===== src/hw/rtl/alignment_column_classifier_assert.svh =====
// Assertion macros shared by the RTL of the alignment column classifier.
// ACC_ASSERT_IMPLY checks a consequence in the same cycle as its trigger,
// ACC_ASSERT_NEXT checks it in the cycle after its trigger.
`ifndef ALIGNMENT_COLUMN_CLASSIFIER_ASSERT_SVH
`define ALIGNMENT_COLUMN_CLASSIFIER_ASSERT_SVH

`ifndef SYNTHESIS

`define ACC_ASSERT_IMPLY(lbl, clk, rst_n, ante, cons) \
    lbl: assert property (@(posedge clk) disable iff (!rst_n) (ante) |-> (cons)) \
        else $error("same-cycle check failed");

`define ACC_ASSERT_NEXT(lbl, clk, rst_n, ante, cons) \
    lbl: assert property (@(posedge clk) disable iff (!rst_n) (ante) |=> (cons)) \
        else $error("next-cycle check failed");

`else

`define ACC_ASSERT_IMPLY(lbl, clk, rst_n, ante, cons)

`define ACC_ASSERT_NEXT(lbl, clk, rst_n, ante, cons)

`endif

`endif


===== src/hw/rtl/acc_pkg.sv =====
`timescale 1ns / 1ps

package acc_pkg;

    localparam int LANES      = 8;
    localparam int COUNT_BITS = 24;
    localparam int SYM_W      = 8;
    localparam int CFG_W      = 4;
    localparam int LABEL_W    = 3;
    localparam int KIND_W     = 3;
    localparam int CAT_W      = 4;
    localparam int CATEGORIES = 10;
    localparam int NUC_KINDS  = 4;

    localparam logic [CFG_W-1:0] CFG_LANES_RESET = CFG_W'(8);

    // Byte values that stand for the four nucleotides, in rank order.
    localparam logic [SYM_W-1:0] BYTE_NUC_1 = SYM_W'(66);
    localparam logic [SYM_W-1:0] BYTE_NUC_2 = SYM_W'(68);
    localparam logic [SYM_W-1:0] BYTE_NUC_3 = SYM_W'(72);
    localparam logic [SYM_W-1:0] BYTE_NUC_4 = SYM_W'(85);

    localparam int IN_TDATA_W  = LANES * SYM_W;
    localparam int OUT_BITS    = LANES * LABEL_W + 1 + KIND_W + CAT_W + COUNT_BITS;
    localparam int OUT_TDATA_W = ((OUT_BITS + 7) / 8) * 8;

    typedef enum logic [2:0] {
        NUC_MISSING,
        NUC_1,
        NUC_2,
        NUC_3,
        NUC_4
    } t_nuc;

    typedef logic [NUC_KINDS:0]      t_seen;
    typedef logic [COUNT_BITS-1:0]   t_count;
    typedef logic [CAT_W-1:0]        t_cat;

    typedef struct packed {
        logic [LANES-1:0][LABEL_W-1:0] labels;
        logic                          missing;
        logic [KIND_W-1:0]             kinds;
        t_cat                          category;
    } t_class;

endpackage


===== src/hw/rtl/acc_lane.sv =====
`timescale 1ns / 1ps

module acc_lane (
    input  logic [acc_pkg::SYM_W-1:0] i_symbol,
    input  logic                      i_active,
    output acc_pkg::t_nuc             o_code,
    output acc_pkg::t_seen            o_seen
);
    import acc_pkg::*;

    t_nuc w_decoded;

    always_comb begin
        case (i_symbol)
            BYTE_NUC_1: w_decoded = NUC_1;
            BYTE_NUC_2: w_decoded = NUC_2;
            BYTE_NUC_3: w_decoded = NUC_3;
            BYTE_NUC_4: w_decoded = NUC_4;
            default:    w_decoded = NUC_MISSING;
        endcase
    end

    // An unused lane reports nothing and carries the missing code, which ranks as 0.
    always_comb begin
        o_seen = '0;
        o_code = NUC_MISSING;
        if (i_active) begin
            o_code = w_decoded;
            o_seen[w_decoded] = 1'b1;
        end
    end

endmodule


===== src/hw/rtl/acc_merge.sv =====
`timescale 1ns / 1ps

module acc_merge (
    input  acc_pkg::t_nuc  i_code [acc_pkg::LANES],
    input  acc_pkg::t_seen i_seen [acc_pkg::LANES],
    output acc_pkg::t_class o_class
);
    import acc_pkg::*;

    t_seen              w_present;
    logic [KIND_W-1:0]  w_kinds;
    logic [LABEL_W-1:0] w_rank [NUC_KINDS+1];
    logic [LABEL_W-1:0] w_next;

    always_comb begin
        w_present = '0;
        for (int l = 0; l < LANES; l++) begin
            w_present = w_present | i_seen[l];
        end
    end

    // Present nucleotides are numbered in order, starting after the missing code
    // when that code is in use.
    always_comb begin
        w_kinds   = '0;
        w_next    = LABEL_W'(w_present[0]);
        w_rank[0] = '0;
        for (int n = 1; n <= NUC_KINDS; n++) begin
            w_rank[n] = w_next;
            if (w_present[n]) begin
                w_next  = w_next + LABEL_W'(1);
                w_kinds = w_kinds + KIND_W'(1);
            end
        end
    end

    always_comb begin
        for (int l = 0; l < LANES; l++) begin
            o_class.labels[l] = w_rank[i_code[l]];
        end
        o_class.missing  = w_present[0];
        o_class.kinds    = w_kinds;
        o_class.category = CAT_W'(w_present[0]) + (CAT_W'(w_kinds) << 1);
    end

endmodule


===== src/hw/rtl/acc_count.sv =====
`timescale 1ns / 1ps

module acc_count (
    input  logic            i_clk,
    input  logic            i_rst_n,
    input  logic            i_inc,
    input  logic            i_clear,
    input  acc_pkg::t_cat   i_category,
    output acc_pkg::t_count o_count
);
    import acc_pkg::*;

    t_count r_count [CATEGORIES];
    t_count w_cur;

    // A clear request makes this item the first of its category.
    always_comb begin
        w_cur   = i_clear ? '0 : r_count[i_category];
        o_count = (&w_cur) ? w_cur : w_cur + COUNT_BITS'(1);
    end

    always_ff @(posedge i_clk) begin
        if (!i_rst_n) begin
            for (int c = 0; c < CATEGORIES; c++) begin
                r_count[c] <= '0;
            end
        end else if (i_inc) begin
            if (i_clear) begin
                for (int c = 0; c < CATEGORIES; c++) begin
                    r_count[c] <= '0;
                end
            end
            r_count[i_category] <= o_count;
        end
    end

endmodule


===== src/hw/rtl/alignment_column_classifier.sv =====
// Channel      | Direction | Payload
// s_axis       | in        | tdata: symbol_0 .. symbol_7; tuser: start_req
// m_axis       | out       | tdata: labels, missing_present, kinds, category, index
// cfg          | in        | lanes_in_use, written when i_cfg_we is high
//
// One item per cycle is sustained while the output is taken. A result is registered in the
// output register after its item has passed stage one, and leaves from there.
// The lane decode and merge fill stage one; the category counter is read, bumped and
// written back in the same cycle in which an item moves on to the output register.
// Reset is synchronous: it clears every category count and both stages, and sets
// lanes_in_use to 8. While a result waits at the output, stage one takes one more item
// and then the input stalls until the output is taken.
`timescale 1ns / 1ps
`include "alignment_column_classifier_assert.svh"

module alignment_column_classifier (
    input  logic                                i_clk,
    input  logic                                i_rst_n,
    input  logic                                i_cfg_we,
    input  logic [acc_pkg::CFG_W-1:0]           i_cfg_wdata,
    input  logic                                i_s_axis_tvalid,
    output logic                                o_s_axis_tready,
    // symbol_0 .. symbol_7, one byte each, lane 0 lowest
    input  logic [acc_pkg::IN_TDATA_W-1:0]      i_s_axis_tdata,
    // start_req
    input  logic                                i_s_axis_tuser,
    output logic                                o_m_axis_tvalid,
    input  logic                                i_m_axis_tready,
    // label_0 .. label_7, missing_present, nucleotide_kinds, category, index_in_category
    output logic [acc_pkg::OUT_TDATA_W-1:0]     o_m_axis_tdata
);
    import acc_pkg::*;

    logic [CFG_W-1:0] r_lanes_in_use;

    logic    w_active [LANES];
    t_nuc    w_code   [LANES];
    t_seen   w_seen   [LANES];
    t_class  w_class;
    t_count  w_count;

    logic    r_s1_valid, n_s1_valid;
    t_class  r_s1_class;
    logic    r_s1_start;
    logic    r_out_valid, n_out_valid;
    t_class  r_out_class;
    t_count  r_out_count;

    logic    w_s_accept;
    logic    w_s1_move;
    logic    w_out_free;

    always_ff @(posedge i_clk) begin
        if (!i_rst_n) begin
            r_lanes_in_use <= CFG_LANES_RESET;
        end else if (i_cfg_we) begin
            r_lanes_in_use <= i_cfg_wdata;
        end
    end

    always_comb begin
        for (int l = 0; l < LANES; l++) begin
            w_active[l] = int'(r_lanes_in_use) > l;
        end
    end

    for (genvar g = 0; g < LANES; g++) begin : g_lane
        acc_lane u_lane (
            .i_symbol (i_s_axis_tdata[g*SYM_W +: SYM_W]),
            .i_active (w_active[g]),
            .o_code   (w_code[g]),
            .o_seen   (w_seen[g])
        );
    end

    acc_merge u_merge (
        .i_code  (w_code),
        .i_seen  (w_seen),
        .o_class (w_class)
    );

    assign w_out_free      = !r_out_valid || i_m_axis_tready;
    assign w_s1_move       = r_s1_valid && w_out_free;
    assign o_s_axis_tready = !r_s1_valid || w_s1_move;
    assign w_s_accept      = i_s_axis_tvalid && o_s_axis_tready;

    always_comb begin
        n_s1_valid  = r_s1_valid;
        n_out_valid = r_out_valid;
        if (w_out_free) begin
            n_out_valid = r_s1_valid;
        end
        if (o_s_axis_tready) begin
            n_s1_valid = i_s_axis_tvalid;
        end
    end

    always_ff @(posedge i_clk) begin
        if (!i_rst_n) begin
            r_s1_valid  <= 1'b0;
            r_out_valid <= 1'b0;
        end else begin
            r_s1_valid  <= n_s1_valid;
            r_out_valid <= n_out_valid;
        end
    end

    always_ff @(posedge i_clk) begin
        if (w_s_accept) begin
            r_s1_class <= w_class;
            r_s1_start <= i_s_axis_tuser;
        end
        if (w_s1_move) begin
            r_out_class <= r_s1_class;
            r_out_count <= w_count;
        end
    end

    acc_count u_count (
        .i_clk      (i_clk),
        .i_rst_n    (i_rst_n),
        .i_inc      (w_s1_move),
        .i_clear    (r_s1_start),
        .i_category (r_s1_class.category),
        .o_count    (w_count)
    );

    assign o_m_axis_tvalid = r_out_valid;
    assign o_m_axis_tdata  = OUT_TDATA_W'({r_out_count, r_out_class.category,
                                           r_out_class.kinds, r_out_class.missing,
                                           r_out_class.labels});

    `ACC_ASSERT_IMPLY(a_count_nonzero, i_clk, i_rst_n, r_out_valid, r_out_count != '0)
    `ACC_ASSERT_NEXT(a_start_counts_one, i_clk, i_rst_n, w_s1_move && r_s1_start, r_out_count == COUNT_BITS'(1))
    `ACC_ASSERT_NEXT(a_move_fills_out, i_clk, i_rst_n, w_s1_move, r_out_valid)
    `ACC_ASSERT_IMPLY(a_kinds_range, i_clk, i_rst_n, r_out_valid, int'(r_out_class.kinds) <= NUC_KINDS)

endmodule

===== config.mk =====
export PLATFORM = sky130hd
export DESIGN_NAME = alignment_column_classifier
export DESIGN_NICKNAME = d
export VERILOG_FILES = /design/src/hw/rtl/acc_pkg.sv /design/src/hw/rtl/acc_lane.sv /design/src/hw/rtl/acc_merge.sv /design/src/hw/rtl/acc_count.sv /design/src/hw/rtl/alignment_column_classifier.sv
export VERILOG_INCLUDE_DIRS = /design/src /design/src/hw/rtl
export SDC_FILE = /design/constraint.sdc
export NUM_CORES = 1
export LEC_CHECK = 0
export BUFFER_PORTS_ARGS = -buffer_cell sky130_fd_sc_hd__buf_2
export CAP_MARGIN = 10
export CORE_MARGIN = 4
export CORE_UTILIZATION = 50
export DETAILED_ROUTE_END_ITERATION = 12
export PLACE_DENSITY = 0.79
export SLEW_MARGIN = 10
export SYNTH_ARGS = -nofsm -noshare
export SYNTH_HDL_FRONTEND = slang
export SYNTH_SLANG_ARGS = --single-unit

===== constraint.sdc =====
create_clock -name i_clk -period 6 [get_ports i_clk]
set_clock_uncertainty 0.15 [all_clocks]
set_input_delay 1.8 -clock i_clk [delete_from_list [all_inputs] [get_ports i_clk]]
set_output_delay 1.8 -clock i_clk [all_outputs]
set_load 0.02 [all_outputs]

==> results of run 1 <==
## stage by stage
step	instance area, µm²	hold WS, ns
final	25000	0.264
after global routing	25000	0.267
after CTS	25000	0.268
after detailed placement	23500	0.256
after global placement	23500	0.253
after floorplan	22000	0.250
## power by group through the flow
stage	Clock [mW]	Combinational (mW)	Sequential, mW
floorplan	0	0.472	3.90
global placement	0	0.695	3.92
detailed placement	0	0.711	3.92
CTS	2.77	0.716	3.85
global route	2.92	0.772	3.86
finish	2.75	0.722	3.85
## final cells by class
type                    count  area, µm²  area share
clock buffers              54       1220      0.0490
inverters                  28        105     0.00421
flip-flops and latches    475      14200       0.568
multi-input cells         951       7170       0.287
repair buffers            223       1360      0.0544
well taps                 585        732      0.0293
clock inverters            32        206     0.00827
## cell families after synthesis
| kind of cell | count (synthesis) | synth area share |
|---|---|---|
| flops | 475 | 0.644 |
| compound gates | 246 | 0.0768 |
| buf+inv | 142 | 0.0319 |
| fa+ha+maj | 5 | 0.00285 |
| mux | 159 | 0.112 |
| xor+xnor | 34 | 0.0135 |
| simple gates | 507 | 0.119 |
## critical path, cell delays in order
cell      delay [ns]
buf_2           0.14
nor4b_1         0.49
and4_1          0.28
a211oi_1        0.06
or4_1           0.58
a211o_1         0.35
or2_2           0.30
inv_1           0.08
ha_1            0.24
clkinv_1        0.07
o21ai_0         0.12
or4_1           0.40
and3_1          0.31
o32ai_1         0.34
## path summary, 6_finish.rpt
| path | start | end | slack [ns] | cells past startpoint |
|---|---|---|---|---|
| worst max-delay path | i_s_axis_tdata[17] | r_s1_class[30] | 0.65 | 14 |
| worst min-delay path | r_s1_class[25] | o_m_axis_tdata[17] | 0.26 | 0 |
| worst max register to register | flip-flop | u_count.r_count[15][18] | 0.82 | 9 |
| worst min register to register | r_s1_class[25] | o_m_axis_tdata[17] | 0.26 | 0 |
## sequential cells by signal, indices dropped and copies added, names as in the netlist, named ones only
signal and cells:
r_s1_start 1, u_count.r_count 384, o_m_axis_tvalid 1, r_lanes_in_use 4
o_m_axis_tdata 28, r_s1_valid 1, r_out_count 24, r_s1_class 28
## layout by cell type, fill, tap and decap left out, drive strengths merged, types with 11 or more instances in the layout
cell type / instances
a22oi: 25
nand2b: 11
o21ai: 25
mux2: 20
clkinv: 27
a221oi: 11
nor2: 170
nor4: 21
or3: 11
mux2i: 72
clkbuf: 54
edfxtp: 465
nand2: 60
buf: 223
nor2b: 38
mux4: 67
a21oi: 92
nor3: 72
nand4: 11
nand3: 31
xnor2: 27
inv: 29
or4: 13
## routing by layer
| layer | vias up | global-route usage | share of wire |
|---|---|---|---|
| met3 | 130 | 0.0472 | 0.090 |
| li1 | 6414 | - | - |
| met4 | 2 | 0.0757 | 0.030 |
| met1 | 7403 | 0.312 | 0.38 |
| met5 | - | 0 | 0.00022 |
| met2 | 749 | 0.414 | 0.50 |
==> impl_metrics.yaml, run 1 <==
run_status:
  status: "finished clean"
worst_setup_path:
  crit_path_start_kind: "input pin"
  crit_type: "input pin to flip-flop"
  cp.arrival_ns: 5.56
  crit_fanout: 8
  end_kind: "flip-flop"
  required_ns: 6.21
floorplan:
  fp.coreArea_um2: 43300
  dieArea_um2: 47400
  die_y_um: 218
  io_pins: 132
  fp.dieW_um: 218
  num_rows: 76
  start_util: 0.508
yosys:
  async_flop_share: 0
  synth.most_common_cell: "edfxtp_1"
  avgSynthCellArea_um2: 14.0
  ys.flop_type: "edfxtp_1"
  yosysTopAreaCell: "edfxtp_1"
  synthTopCellsByCount: "edfxtp_1, nor2_1, a21oi_1"
  synth_cells: 1568
  yosys_warnings: 0
  synth_seq_cells: 475
  synth_area_leaders: "edfxtp_1, mux4_2, mux2i_1, nor2_1, a21oi_1"
  seq_area_frac_synth: 0.644
  synth_top_area_frac: 0.635
  syn_nets: 1647
  syn-cell-area_um2: 22000
  synth_edf_count: 465
  synth_cell_types: 83
sta:
  max_freq_ghz: 0.187
  max_slew_margin: 0.143
  setup_viol: 0
  drv_slew: 0
  min_period_ns: 5.35
  hold_viol_final: 0
  worst_slew_pin_slew_ns: 1.27
  rsz0062_at_grt: "no"
  setup_tns_ns: 0
  fin_ws_ns: 0.649
  period_share: 0.892
global_routing:
  grt_util_all_layers: 0.241
  grt_pass1_wl_mm: 87.4
  overflow: 0
  grt_max_degree: 58
  antenna_found_initial: 1
  grt_pass1_vias: 14700
run:
  drv_cap: 0
clocking:
  path_clk_slew_ns: 0.07
  insertion_delay_ns: 0.57
  cts_setup_buffers: 0
  cts-root-buf: "clkbuf_16"
  numCtsBuffers: 48
  cts.sinks: 475
  ctsHoldBuffers: 0
  h-tree-depth: 2
  cts.path.max_buffers: 3
  cts_resized: 0
  cts_tree: "yes"
power_and_ir_drop:
  p_seq_frac: 0.526
  leakagePower_nw: 8.80
  ir_worst_vdd_uv: 179
  p_total_mw: 7.33
  p_sw_mw: 1.76
  p_int_mw: 5.56
  clockPowerShare: 0.375
  p_sw_frac: 0.241
  share_comb_of_total_power: 0.099
  powerDensity_nw_per_um2: 293
detailed_routing:
  wirelength_mm: 58.1
  vias_per_cell: 6.26
  routedWlPerCell_um: 24.8
  via_count: 14700
  drcViolationCount: 0
  antenna_left: 0
  drtIter0Drc: 1712
  firstDrtPassIters: 5
cells_and_area:
  diodes: 0
  layout-drive-gt1-share: 0.244
  instances_no_fill: 2348
  n_fill_cell: 3352
  nNetsFinal: 1806
  fin_util: 0.577
  area_growth_pct: 13.6
placement:
  hpwlAfterDp_mm: 38.4
  routabilityCongestion: 0.934
  dp_slack_ns: 0.138
  dp.cells: 2262
  port_buffers: 131
min_path:
  hold_class: "flip-flop to flip-flop"
Power figures use the tool's default switching activity.
==> run 2, diff against run 1 <==
==> constraint.sdc (replaced) <==
create_clock -name i_clk -period 6 [get_ports i_clk]
set_clock_uncertainty 0.15 [all_clocks]
set_input_delay 1.2 -clock i_clk [delete_from_list [all_inputs] [get_ports i_clk]]
set_output_delay 1.2 -clock i_clk [all_outputs]
set_load 0.02 [all_outputs]
==> run 2 against run 1 <==
Against the previous run: register-to-register slack worse by 0.21 ns; clock-buffer cell count up 7; utilization down 0.25 points; routed wire length up 1.8%; sequential power about the same; via count unchanged.
==> impl_metrics.yaml, run 2 (synthesis results as in run 1) <==
global_routing:
  grt_most_used_layer: "met2"
  use_met3: 0.0343
  grt_pass1_wl_mm: 89.3
  grt_use_met2: 0.421
  antenna_found_initial: 1
  gr-usage-met1: 0.334
  grt_pass1_vias: 14700
  grt_max_degree: 56
  overflow: 0
  grt_util_all_layers: 0.248
sta:
  period_share: 0.899
  min_period_ns: 5.39
  setup_viol: 0
  worst_slew_pin_slew_ns: 1.25
  drv_slew: 0
  hold_slack_ns: 0.264
  setup_tns_ns: 0
  rsz0062_at_grt: "no"
  hold_viol_final: 0
  max_slew_margin: 0.161
  max_freq_ghz: 0.185
worst_setup_path:
  end_kind: "flip-flop"
  crit_fanout: 34
  crit_type: "flip-flop to flip-flop"
  crit_path_start_kind: "flip-flop"
  cp.arrival_ns: 5.42
  required_ns: 6.03
detailed_routing:
  vias_per_cell: 6.31
  firstDrtPassIters: 7
  wirelength_mm: 59.2
  via_count: 14700
  antenna_left: 0
  drtIter0Drc: 1625
  routedWlPerCell_um: 25.4
  drcViolationCount: 0
run_status:
  status: "finished clean"
power_and_ir_drop:
  ir_worst_vdd_uv: 193
  p_int_mw: 5.66
  powerDensity_nw_per_um2: 297
  leakagePower_nw: 8.72
  p_sw_frac: 0.234
  clockPowerShare: 0.381
  p_sw_mw: 1.73
  share_comb_of_total_power: 0.097
  p_total_mw: 7.39
  p_seq_frac: 0.521
cells_and_area:
  n_fill_cell: 3394
  layout-drive-gt1-share: 0.233
  nNetsFinal: 1788
  regMostFlops: "u_count.r_count"
  final_cell_mix: "edfxtp_1, nor2_1, buf_2"
  largest_reg_flops: 384
  area_growth_pct: 13.1
  diodes: 0
  fin_area_um2: 24900
  final_common_cell: "edfxtp_1"
  multi_input_area_um2: 7160
  ff_latch_area_um2: 14200
clocking:
  cts.sinks: 475
  cts_setup_buffers: 0
  insertion_delay_ns: 0.56
  cts_tree: "yes"
  cts-root-buf: "clkbuf_16"
  numCtsBuffers: 47
  ctsHoldBuffers: 0
  h-tree-depth: 2
  cts_resized: 0
  cts.path.max_buffers: 3
  path_clk_slew_ns: 0.06
floorplan:
  fp.coreArea_um2: 43300
  dieArea_um2: 47400
  num_rows: 76
  start_util: 0.508
  die_y_um: 218
  io_pins: 132
  fp.dieW_um: 218
placement:
  hpwlAfterDp_mm: 38.4
  placed_cell_area_um2: 23400
  routabilityCongestion: 0.966
  port_buffers: 131
min_path:
  hold_class: "flip-flop to flip-flop"
run:
  drv_cap: 0
[run 2: metrics by stage]
step                      setup slack [ns]   util  cells
after CTS                            0.635  0.574   2330
after global placement               0.506  0.541   2245
after global routing                 0.274  0.575   2330
after floorplan                      0.236      -   1568
final                                0.607  0.575   2330
after detailed placement             0.304  0.541   2245
[run 2: area by class of cell]
class / instances / share of cell area
Clock buffer: 61 / 0.0511
Clock inverter: 24 / 0.00760
Inverter: 28 / 0.00423
Multi-Input combinational cell: 951 / 0.288
Sequential cell: 475 / 0.570
Tap cell: 585 / 0.0294
Timing Repair Buffer: 206 / 0.0495
[run 2: power by group through the flow]
stage | registers (mW) | clock network (mW) | logic [mW]
6_report | 3.86 | 2.82 | 0.718
5_1_grt | 3.86 | 3.01 | 0.764
4_1_cts | 3.86 | 2.86 | 0.711
3_5_place_dp | 3.92 | 0 | 0.706
3_3_place_gp | 3.92 | 0 | 0.691
2_1_floorplan | 3.90 | 0 | 0.472
[run 2: metal layers]
metal	wire length (µm)	share of wire
met2	29600	0.50
met1	22900	0.39
met3	5030	0.085
met4	1640	0.028
met5	0	0
[run 2: final timing paths]
path | depth (start not counted) | slack, ns | endpoint | from
setup / recovery | 9 | 0.61 | u_count.r_count[14][19] | flip-flop
hold / removal | 0 | 0.26 | o_m_axis_tdata[4] | r_s1_class[12]
setup reg to reg | 9 | 0.61 | u_count.r_count[14][19] | flip-flop
hold reg to reg | 0 | 0.26 | o_m_axis_tdata[4] | r_s1_class[12]
[run 2: worst max-delay path, stage by stage (launching register included)]
cell and delay, ns:
dfxtp_2 1.00, buf_4 0.53, mux4_2 0.36, mux2i_1 0.30, nor2_1 0.09, o211ai_1 0.57
or3_1 0.36, nor3_1 0.17, o31ai_1 1.07, nand2_1 0.39
==> run 3, diff against run 2 <==
--- a/config.mk
+++ b/config.mk
@@ -11,7 +11,8 @@
 export CORE_MARGIN = 4
 export CORE_UTILIZATION = 50
 export DETAILED_ROUTE_END_ITERATION = 12
-export PLACE_DENSITY = 0.79
+export GPL_ROUTABILITY_DRIVEN = 0
+export PLACE_DENSITY = 0.77
 export SLEW_MARGIN = 10
 export SYNTH_ARGS = -nofsm -noshare
 export SYNTH_HDL_FRONTEND = slang
==> constraint.sdc (replaced) <==
create_clock -name i_clk -period 5.75 [get_ports i_clk]
set_clock_uncertainty 0.15 [all_clocks]
set_input_delay 1.15 -clock i_clk [delete_from_list [all_inputs] [get_ports i_clk]]
set_output_delay 1.15 -clock i_clk [all_outputs]
set_load 0.02 [all_outputs]
==> run 3 against run 2 <==
Against the previous run: global-route usage is 0.34 points lower; die area stayed put; utilization is 0.52 points higher.
==> impl_metrics.yaml, run 3 (synthesis results as in run 1) <==
run_status:
  status: "finished clean"
clocking:
  cts.sinks: 475
  ctsHoldBuffers: 0
  insertion_delay_ns: 0.59
  h-tree-depth: 2
  path_clk_slew_ns: 0.06
  cts_setup_buffers: 0
  cts_resized: 0
  cts_tree: "yes"
  cts-root-buf: "clkbuf_16"
  numCtsBuffers: 48
  cts.path.max_buffers: 3
placement:
  hpwlAfterDp_mm: 37.4
  placed_cell_area_um2: 23400
  port_buffers: 131
floorplan:
  io_pins: 132
  die_y_um: 218
  dieArea_um2: 47400
  num_rows: 76
  start_util: 0.508
  fp.dieW_um: 218
  fp.coreArea_um2: 43300
sta:
  max_slew_margin: 0.236
  setup_tns_ns: 0
  min_period_ns: 5.08
  rsz0062_at_grt: "no"
  worst_slew_pin_slew_ns: 1.14
  hold_slack_ns: 0.267
  period_share: 0.884
  drv_slew: 0
  max_freq_ghz: 0.197
  hold_viol_final: 0
  setup_viol: 0
detailed_routing:
  antenna_left: 0
  drtIter0Drc: 1834
  via_count: 14700
  drcViolationCount: 0
  firstDrtPassIters: 5
  wirelength_mm: 58.1
  routedWlPerCell_um: 24.9
  vias_per_cell: 6.32
power_and_ir_drop:
  p_seq_frac: 0.498
  share_comb_of_total_power: 0.094
  p_sw_mw: 1.87
  clockPowerShare: 0.408
  leakagePower_nw: 8.83
  ir_worst_vdd_uv: 207
  powerDensity_nw_per_um2: 321
  p_sw_frac: 0.232
  p_int_mw: 6.19
cells_and_area:
  area_growth_pct: 14.1
  final_cell_mix: "edfxtp_1, nor2_1, buf_2"
  largest_reg_flops: 384
  final_common_cell: "edfxtp_1"
  regMostFlops: "u_count.r_count"
  nNetsFinal: 1787
  fin_area_um2: 25100
  layout-drive-gt1-share: 0.238
  diodes: 0
  fin_util: 0.580
worst_setup_path:
  required_ns: 5.99
  crit_fanout: 10
  crit_path_start_kind: "input pin"
  crit_type: "input pin to flip-flop"
  cp.arrival_ns: 5.32
  end_kind: "flip-flop"
global_routing:
  grt_pass1_wl_mm: 88.4
  antenna_found_initial: 0
  grt_util_all_layers: 0.244
  overflow: 0
  grt_max_degree: 54
  grt_pass1_vias: 14700
run:
  drv_cap: 0
min_path:
  hold_class: "flip-flop to flip-flop"
run 3: path summary, 6_finish.rpt:
check / cells after the start / slack (ns) / end / start
worst min-delay path: 0 / 0.27 / o_m_axis_tdata[6] / r_s1_class[14]
worst min register to register: 0 / 0.27 / o_m_axis_tdata[6] / r_s1_class[14]
worst max-delay path: 14 / 0.67 / r_s1_class[30] / i_s_axis_tdata[17]
worst max register to register: 9 / 0.84 / u_count.r_count[12][12] / flip-flop
run 3: power groups by stage:
stage	combinational [mW]	sequential, mW	clock, mW
floorplan	0.493	4.07	0
global placement	0.729	4.08	0
detailed placement	0.748	4.09	0
CTS	0.754	4.01	3.31
global route	0.816	4.02	3.47
finish	0.761	4.01	3.29
run 3: stage by stage:
step,instances,power (mW),setup WS [ns]
after detailed placement,2243,4.83,0.235
after floorplan,1568,4.56,0.0358
final,2331,8.06,0.668
after CTS,2331,8.08,0.817
after global routing,2331,8.31,0.456
after global placement,2243,4.81,0.460
run 3: critical path, cell delays in order:
cell and delay [ns]:
buf_2 0.13, nor4b_1 0.52, and4_1 0.30, a211oi_1 0.07
or4_1 0.56, a211o_1 0.35, or2_2 0.40, inv_1 0.13
ha_1 0.35, clkinv_1 0.12, o21ai_0 0.15, or4_1 0.42
and3_1 0.32, o32ai_1 0.34
run 3: layout make-up:
type	count	area, µm²
clock inverter	30	383
clock buffer	58	1260
inverter	28	105
fill	3257	18200
tap	585	732
sequential	475	14200
multi-input combinational	951	7170
timing repair buffer	204	1270
run 3: routing by layer:
metal | global-route usage | vias to the layer above | routed length, µm
met1 | 0.319 | 7246 | 21900
met3 | 0.0463 | 165 | 5480
met4 | 0.0897 | 0 | 2140
met2 | 0.410 | 934 | 28600
li1 | - | 6386 | -
met5 | 0 | - | 0
